===== config.mk =====
export PLATFORM = sky130hd
export DESIGN_NAME = dht_mod
export DESIGN_NICKNAME = d
export VERILOG_FILES = /design/src/hdl/dht_pkg.sv /design/src/hdl/dht_mod.sv
export SDC_FILE = /design/constraint.sdc
export NUM_CORES = 1
export LEC_CHECK = 0
export ABC_CLOCK_PERIOD_IN_PS = 10100
export BUFFER_PORTS_ARGS = -buffer_cell sky130_fd_sc_hd__buf_4
export CORE_ASPECT_RATIO = 1.4
export CORE_UTILIZATION = 54
export CTS_CLUSTER_DIAMETER = 40
export DETAILED_ROUTE_END_ITERATION = 16
export HOLD_SLACK_MARGIN = 0.1
export PLACE_DENSITY = 0.78
export REMOVE_ABC_BUFFERS = 1
export SLEW_MARGIN = 20
export SYNTH_ARGS = -nofsm -noshare
export SYNTH_HDL_FRONTEND = slang
export SYNTH_SLANG_ARGS = --single-unit

===== constraint.sdc =====
create_clock -name clock -period 10.1 [get_ports clock]
set_input_delay 1.01 -clock clock [delete_from_list [all_inputs] [get_ports clock]]
set_output_delay 1.01 -clock clock [all_outputs]
set_load 0.02 [all_outputs]

===== src/hdl/dht_pkg.sv =====
// dht_pkg: shared widths, codes and constants of the double hashing table core
// no dependencies; imported by dht_mod and double_hash_table_core
`default_nettype none

package dht_pkg;

   // item field widths
   localparam int KEY_W      = 32;
   localparam int OP_W       = 1;
   localparam int STATUS_W   = 2;
   localparam int SLOT_W     = 10;
   localparam int CMP_W      = 11;

   // configuration registers
   localparam int TSIZE_W    = 11;
   localparam int SMOD_W     = 10;
   localparam int CSR_DATA_W = 11;
   localparam int CSR_IDX_W  = 1;
   localparam logic [CSR_IDX_W-1:0] CSR_TABLE_SIZE = 1'b0;
   localparam logic [CSR_IDX_W-1:0] CSR_STEP_MOD   = 1'b1;
   localparam logic [TSIZE_W-1:0]   TSIZE_RESET    = 11'd1024;
   localparam logic [SMOD_W-1:0]    SMOD_RESET     = 10'd1021;

   // operation codes
   localparam logic [OP_W-1:0] OP_INSERT = 1'b0;
   localparam logic [OP_W-1:0] OP_SEARCH = 1'b1;

   // result status codes
   localparam logic [STATUS_W-1:0] ST_INSERTED  = 2'd0;
   localparam logic [STATUS_W-1:0] ST_FULL      = 2'd1;
   localparam logic [STATUS_W-1:0] ST_FOUND     = 2'd2;
   localparam logic [STATUS_W-1:0] ST_NOT_FOUND = 2'd3;

   // result packing
   localparam int RSP_RAW_W  = STATUS_W + SLOT_W + CMP_W;
   localparam int RSP_DATA_W = ((RSP_RAW_W + 7) / 8) * 8;
   localparam int RSP_PAD_W  = RSP_DATA_W - RSP_RAW_W;

   // digit-serial remainder unit
   localparam int DIG_W       = 4;
   localparam int KEY_DIGITS  = KEY_W / DIG_W;
   localparam int STEP_DIGITS = (SMOD_W + DIG_W - 1) / DIG_W;
   localparam int STEP_SHIFT  = KEY_W - STEP_DIGITS * DIG_W;
   localparam int DCNT_W      = $clog2(KEY_DIGITS + 1);

endpackage

`default_nettype wire


===== src/hdl/dht_mod.sv =====
// dht_mod: digit-serial remainder unit, DIG_W dividend bits per cycle, MSB first
// depends on dht_pkg
`default_nettype none

module dht_mod import dht_pkg::*; #(
   parameter int DW = 11
) (
   input  wire logic              clock,
   input  wire logic              reset,
   input  wire logic              start,
   input  wire logic [KEY_W-1:0]  dividend,
   input  wire logic [DCNT_W-1:0] digits,
   input  wire logic [DW-1:0]     divisor,
   output logic                   done,
   output logic      [DW-1:0]     rem
);

   logic              busy_ff, busy_in;
   logic [DCNT_W-1:0] cnt_ff, cnt_in;
   logic [DW-1:0]     rem_ff, rem_in;
   logic [KEY_W-1:0]  sh_ff, sh_in;
   logic [DW-1:0]     t_rem;
   logic [KEY_W-1:0]  t_sh;
   logic [DW:0]       acc;

   // one digit of restoring reduction: shift in a bit, subtract when it fits
   always_comb begin
      t_rem = rem_ff;
      t_sh  = sh_ff;
      acc   = '0;
      for (int k = 0; k < DIG_W; k++) begin
         acc = {t_rem, t_sh[KEY_W-1]};
         if (acc >= {1'b0, divisor}) begin
            acc = acc - {1'b0, divisor};
         end
         t_rem = acc[DW-1:0];
         t_sh  = {t_sh[KEY_W-2:0], 1'b0};
      end
   end

   // sequencing
   always_comb begin
      busy_in = busy_ff;
      cnt_in  = cnt_ff;
      rem_in  = rem_ff;
      sh_in   = sh_ff;
      if (start) begin
         busy_in = 1'b1;
         cnt_in  = digits;
         rem_in  = '0;
         sh_in   = dividend;
      end else if (busy_ff && (cnt_ff != '0)) begin
         cnt_in = cnt_ff - DCNT_W'(1);
         rem_in = t_rem;
         sh_in  = t_sh;
      end else if (busy_ff) begin
         busy_in = 1'b0;
      end
   end

   always_ff @(posedge clock) begin
      if (reset) begin
         busy_ff <= 1'b0;
         cnt_ff  <= '0;
      end else begin
         busy_ff <= busy_in;
         cnt_ff  <= cnt_in;
      end
   end

   always_ff @(posedge clock) begin
      rem_ff <= rem_in;
      sh_ff  <= sh_in;
   end

   assign done = busy_ff && (cnt_ff == '0);
   assign rem  = rem_ff;

endmodule

`default_nettype wire


==> out/metrics.json <==
{
  "placed_cell_area": {"value": 5290, "unit": "um^2"},
  "final_skew": {"value": 0.0113, "unit": "ns"},
  "path_class": {"value": "in2reg"},
  "number_of_buffers_added_to_fix_hold_violations_after_cts": {"value": 0},
  "worst_r2r_startpoint": {"value": "sh_ff[31]"},
  "ctsRootBufferMaster": {"value": "sky130_fd_sc_hd__clkbuf_16"},
  "yosys.cell_types.count": {"value": 68},
  "worstHoldPathType": {"value": "reg2reg"},
  "setup_ws_final": {"value": 0.699, "unit": "ns"},
  "routabilityCongestion": {"value": 0.991},
  "setup-tns-final": {"value": 0, "unit": "ns"},
  "yosysTopAreaCellShare": {"value": 20.7, "unit": "%"},
  "final.period_utilization": {"value": 93.1, "unit": "%"},
  "fp-row-count": {"value": 39},
  "hpwlAfterDp": {"value": 11.7, "unit": "mm"},
  "groute.usage.overall": {"value": 33.1, "unit": "%"},
  "cts.reportedPaths.clkPinSlew": {"value": 0.07, "unit": "ns"},
  "detail-route-antenna-nets": {"value": 0},
  "dieWidth": {"value": 80.4, "unit": "um"},
  "detailedRoute.firstIterationViolations": {"value": 192},
  "whs_endpoint": {"value": "rem[5]"},
  "overflow": {"value": 0},
  "timing.max_slew.rel_slack": {"value": 42.6, "unit": "%"},
  "detailedPlace.worstSlack": {"value": 0.217, "unit": "ns"},
  "clkSinkCount": {"value": 48},
  "n_antenna_cell": {"value": 0},
  "synth-edff-count": {"value": 32},
  "worst_path_maximum_fanout": {"value": 14},
  "worst_skew_pair.late_latency": {"value": 0.30, "unit": "ns"},
  "slew_viol_final": {"value": 0},
  "cts_buffers": {"value": 5},
  "synth_area_leaders": {"value": "sky130_fd_sc_hd__edfxtp_1 21%, sky130_fd_sc_hd__ha_1 12%, sky130_fd_sc_hd__mux2_2 9.0%, sky130_fd_sc_hd__dfxtp_1 6.9%, sky130_fd_sc_hd__nor2_1 3.5%"},
  "top_level_ports": {"value": 62},
  "max_freq": {"value": 106, "unit": "MHz"},
  "layout.nets": {"value": 692},
  "maxCapViolCount": {"value": 0},
  "vias_per_cell": {"value": 6.16},
  "post_cts.resized_instances": {"value": 0},
  "worst_ep_required_time": {"value": 10.30, "unit": "ns"},
  "final_layout_size_suffix_gt1_share": {"value": 24.4, "unit": "%"},
  "hold_vio_cnt_final": {"value": 0},
  "final.fill_count": {"value": 692},
  "die-area": {"value": 9000, "unit": "um^2"},
  "async_sr_flop_fraction": {"value": 0, "unit": "%"},
  "hold_path_depth": {"value": 2},
  "first_drt_pass_iteration_count": {"value": 4},
  "drc_errors": {"value": 0},
  "detail_route.wirelength": {"value": 14.2, "unit": "mm"},
  "final_period_minus_worst_setup_slack": {"value": 9.40, "unit": "ns"},
  "synth_top_area_cell": {"value": "sky130_fd_sc_hd__edfxtp_1"},
  "synthCells": {"value": 524},
  "multi_input_area": {"value": 3120, "unit": "um^2"},
  "grt_start_max_net_pins": {"value": 46},
  "antenna_found_initial": {"value": 0},
  "initial_utilization": {"value": 56.4, "unit": "%"},
  "ys.flop_type": {"value": "sky130_fd_sc_hd__edfxtp_1"},
  "synth.avg_cell_area": {"value": 8.88, "unit": "um^2"},
  "cts_setup_buffers": {"value": 0},
  "cp_num_buf_inv": {"value": 2},
  "cts_max_level": {"value": 2},
  "critical_path.max_stage_delay": {"value": 0.48, "unit": "ns"},
  "final_util": {"value": 66.3, "unit": "%"},
  "layout.area.seq": {"value": 1280, "unit": "um^2"},
  "crit-reg2reg-capture": {"value": "rem[0]"},
  "path_delay_family": {"value": "compound AO/OA/AOI/OAI gates"},
  "first_pass_grt_wire_length": {"value": 22.1, "unit": "mm"},
  "arrival": {"value": 9.60, "unit": "ns"},
  "floorplan.die.height": {"value": 112, "unit": "um"},
  "routed-via-count": {"value": 4284},
  "io_buffer_count": {"value": 61},
  "timing.hold.worst.start": {"value": "rem[5]"},
  "reg2reg_slack": {"value": 1.09, "unit": "ns"},
  "design.core.area": {"value": 8250, "unit": "um^2"},
  "worst_path_most_repeated_cell": {"value": "sky130_fd_sc_hd__o21ai_0"},
  "cts_tree": {"value": "done"},
  "yosys_warnings": {"value": 0},
  "grt_setup_unrepaired": {"value": "false"},
  "critical_path.slowest_cell": {"value": "sky130_fd_sc_hd__fa_1"},
  "worst-slew-pin-transition": {"value": 0.857, "unit": "ns"},
  "clock_tree.buffer_depth": {"value": 2},
  "finish.instance_area": {"value": 5470, "unit": "um^2"},
  "cp-end-kind": {"value": "flop"},
  "synth.ff_latch_count": {"value": 48},
  "grt_pass1_vias": {"value": 4431},
  "worst_setup_start_kind": {"value": "input pin"},
  "layout-area-overhead-vs-synth": {"value": 17.6, "unit": "%"},
  "final-setup-viol-count": {"value": 0},
  "synth.cell_area": {"value": 4650, "unit": "um^2"},
  "reg2regPathDepth": {"value": 37},
  "routed_wire_length_per_instance": {"value": 20.4, "unit": "um"},
  "outcome": {"value": "finished clean"},
  "yosysSeqAreaShare": {"value": 27.5, "unit": "%"}
}
logic make-up (layout without fill, tap and decap cells):
kind of cell             Yosys count  in the layout  share of synthesized area [%]
AO/OA/AOI/OAI                    137            137                           21.1
buffers and inverters             62            132                           5.73
flip-flops                        48             48                           27.5
XOR/XNOR                          25             25                           4.71
multiplexers                      43             43                           10.2
AND/OR/NAND/NOR                  160            160                           16.9
adder cells (fa/ha/maj)           49             49                           13.8
sequential cells by signal (all words and copies together), names as in the netlist:
name,count
busy_ff,1
rem,11
sh_ff,32
cnt_ff,4
synthesized netlist by cell type (3+ instances only):
cell type and n:
sky130_fd_sc_hd__a211o_1 3, sky130_fd_sc_hd__a21o_1 7, sky130_fd_sc_hd__a21oi_1 30, sky130_fd_sc_hd__a31o_2 5, sky130_fd_sc_hd__a31oi_1 4, sky130_fd_sc_hd__a32o_1 3
sky130_fd_sc_hd__and2_1 9, sky130_fd_sc_hd__and3_1 5, sky130_fd_sc_hd__buf_1 3, sky130_fd_sc_hd__buf_6 4, sky130_fd_sc_hd__clkbuf_1 10, sky130_fd_sc_hd__dfxtp_1 16
sky130_fd_sc_hd__edfxtp_1 32, sky130_fd_sc_hd__fa_1 4, sky130_fd_sc_hd__ha_1 45, sky130_fd_sc_hd__inv_1 42, sky130_fd_sc_hd__mux2_2 37, sky130_fd_sc_hd__mux2i_1 6
sky130_fd_sc_hd__nand2_1 41, sky130_fd_sc_hd__nand2b_1 6, sky130_fd_sc_hd__nand3_1 8, sky130_fd_sc_hd__nand3b_1 3, sky130_fd_sc_hd__nand4_1 7, sky130_fd_sc_hd__nor2_1 43
sky130_fd_sc_hd__nor2b_1 5, sky130_fd_sc_hd__nor3_1 12, sky130_fd_sc_hd__nor4_1 6, sky130_fd_sc_hd__o2111ai_1 4, sky130_fd_sc_hd__o211ai_1 5, sky130_fd_sc_hd__o21a_1 8
sky130_fd_sc_hd__o21ai_0 28, sky130_fd_sc_hd__o31a_1 5, sky130_fd_sc_hd__o31ai_1 5, sky130_fd_sc_hd__or3_1 6, sky130_fd_sc_hd__xnor2_1 16, sky130_fd_sc_hd__xor2_1 9
per-layer routing:
metal	up-vias	global-route usage, %	part of all wire [%]
li1	2081	-	-
met1	1980	32.6	36
met2	157	59.2	52
met3	66	6.23	5.0
met4	0	25.4	8.0
met5	-	0	0
layout by cell type (no fill, tap or decap), types with 3 or more instances in the layout:
cell type / n
sky130_fd_sc_hd__a211o_1: 3
sky130_fd_sc_hd__a21o_1: 7
sky130_fd_sc_hd__a21oi_1: 30
sky130_fd_sc_hd__a31o_2: 5
sky130_fd_sc_hd__a31oi_1: 4
sky130_fd_sc_hd__a32o_1: 3
sky130_fd_sc_hd__and2_1: 9
sky130_fd_sc_hd__and3_1: 5
sky130_fd_sc_hd__buf_4: 82
sky130_fd_sc_hd__clkbuf_16: 5
sky130_fd_sc_hd__dfxtp_1: 16
sky130_fd_sc_hd__edfxtp_1: 32
sky130_fd_sc_hd__fa_1: 4
sky130_fd_sc_hd__ha_1: 45
sky130_fd_sc_hd__inv_1: 41
sky130_fd_sc_hd__mux2_2: 37
sky130_fd_sc_hd__mux2i_1: 6
sky130_fd_sc_hd__nand2_1: 41
sky130_fd_sc_hd__nand2b_1: 6
sky130_fd_sc_hd__nand3_1: 8
sky130_fd_sc_hd__nand3b_1: 3
sky130_fd_sc_hd__nand4_1: 7
sky130_fd_sc_hd__nor2_1: 43
sky130_fd_sc_hd__nor2b_1: 5
sky130_fd_sc_hd__nor3_1: 12
sky130_fd_sc_hd__nor4_1: 6
sky130_fd_sc_hd__o2111ai_1: 4
sky130_fd_sc_hd__o211ai_1: 5
sky130_fd_sc_hd__o21a_1: 8
sky130_fd_sc_hd__o21ai_0: 27
sky130_fd_sc_hd__o31a_1: 5
sky130_fd_sc_hd__o31ai_1: 5
sky130_fd_sc_hd__or3_1: 5
sky130_fd_sc_hd__xnor2_1: 16
sky130_fd_sc_hd__xor2_1: 9
layout make-up:
type / count / area share, %
Multi-Input combinational cell: 414 / 57.0
Sequential cell: 48 / 23.4
Timing Repair Buffer: 82 / 11.3
Inverter: 42 / 2.88
Tap cell: 102 / 2.33
Clock buffer: 5 / 2.29
Clock inverter: 3 / 0.778
stage by stage:
step / instances / hold WS, ns
floorplan: 504 / 0.525
global placement: 688 / 0.495
detailed placement: 688 / 0.493
CTS: 696 / 0.503
global route: 696 / 0.547
finish: 696 / 0.500
worst register-to-register path, delay by kind of cell (launching register included):
family / cells / cell delay [ns]
compound gates: 19 / 3.99
buf+inv: 2 / 0.27
flops: 1 / 0.42
mux: 1 / 0.36
simple gates: 10 / 2.00
fa+ha+maj: 5 / 1.86
worst max-delay path by stage:
stage / start / slack (ns) / end / cells after the start
2_1_floorplan: divisor[0] / 0.84 / rem[0] / 35
3_3_place_gp: divisor[0] / 0.38 / rem[9] / 36
3_5_place_dp: divisor[0] / 0.22 / rem[9] / 36
4_1_cts: divisor[0] / 0.47 / rem[9] / 36
5_1_grt: divisor[0] / 0.02 / rem[0] / 37
6_report: divisor[0] / 0.70 / rem[0] / 37
Power is left out: the tool's default activity adds up to more than one toggle a clock period on the data nets, which glitch-free logic cannot reach.
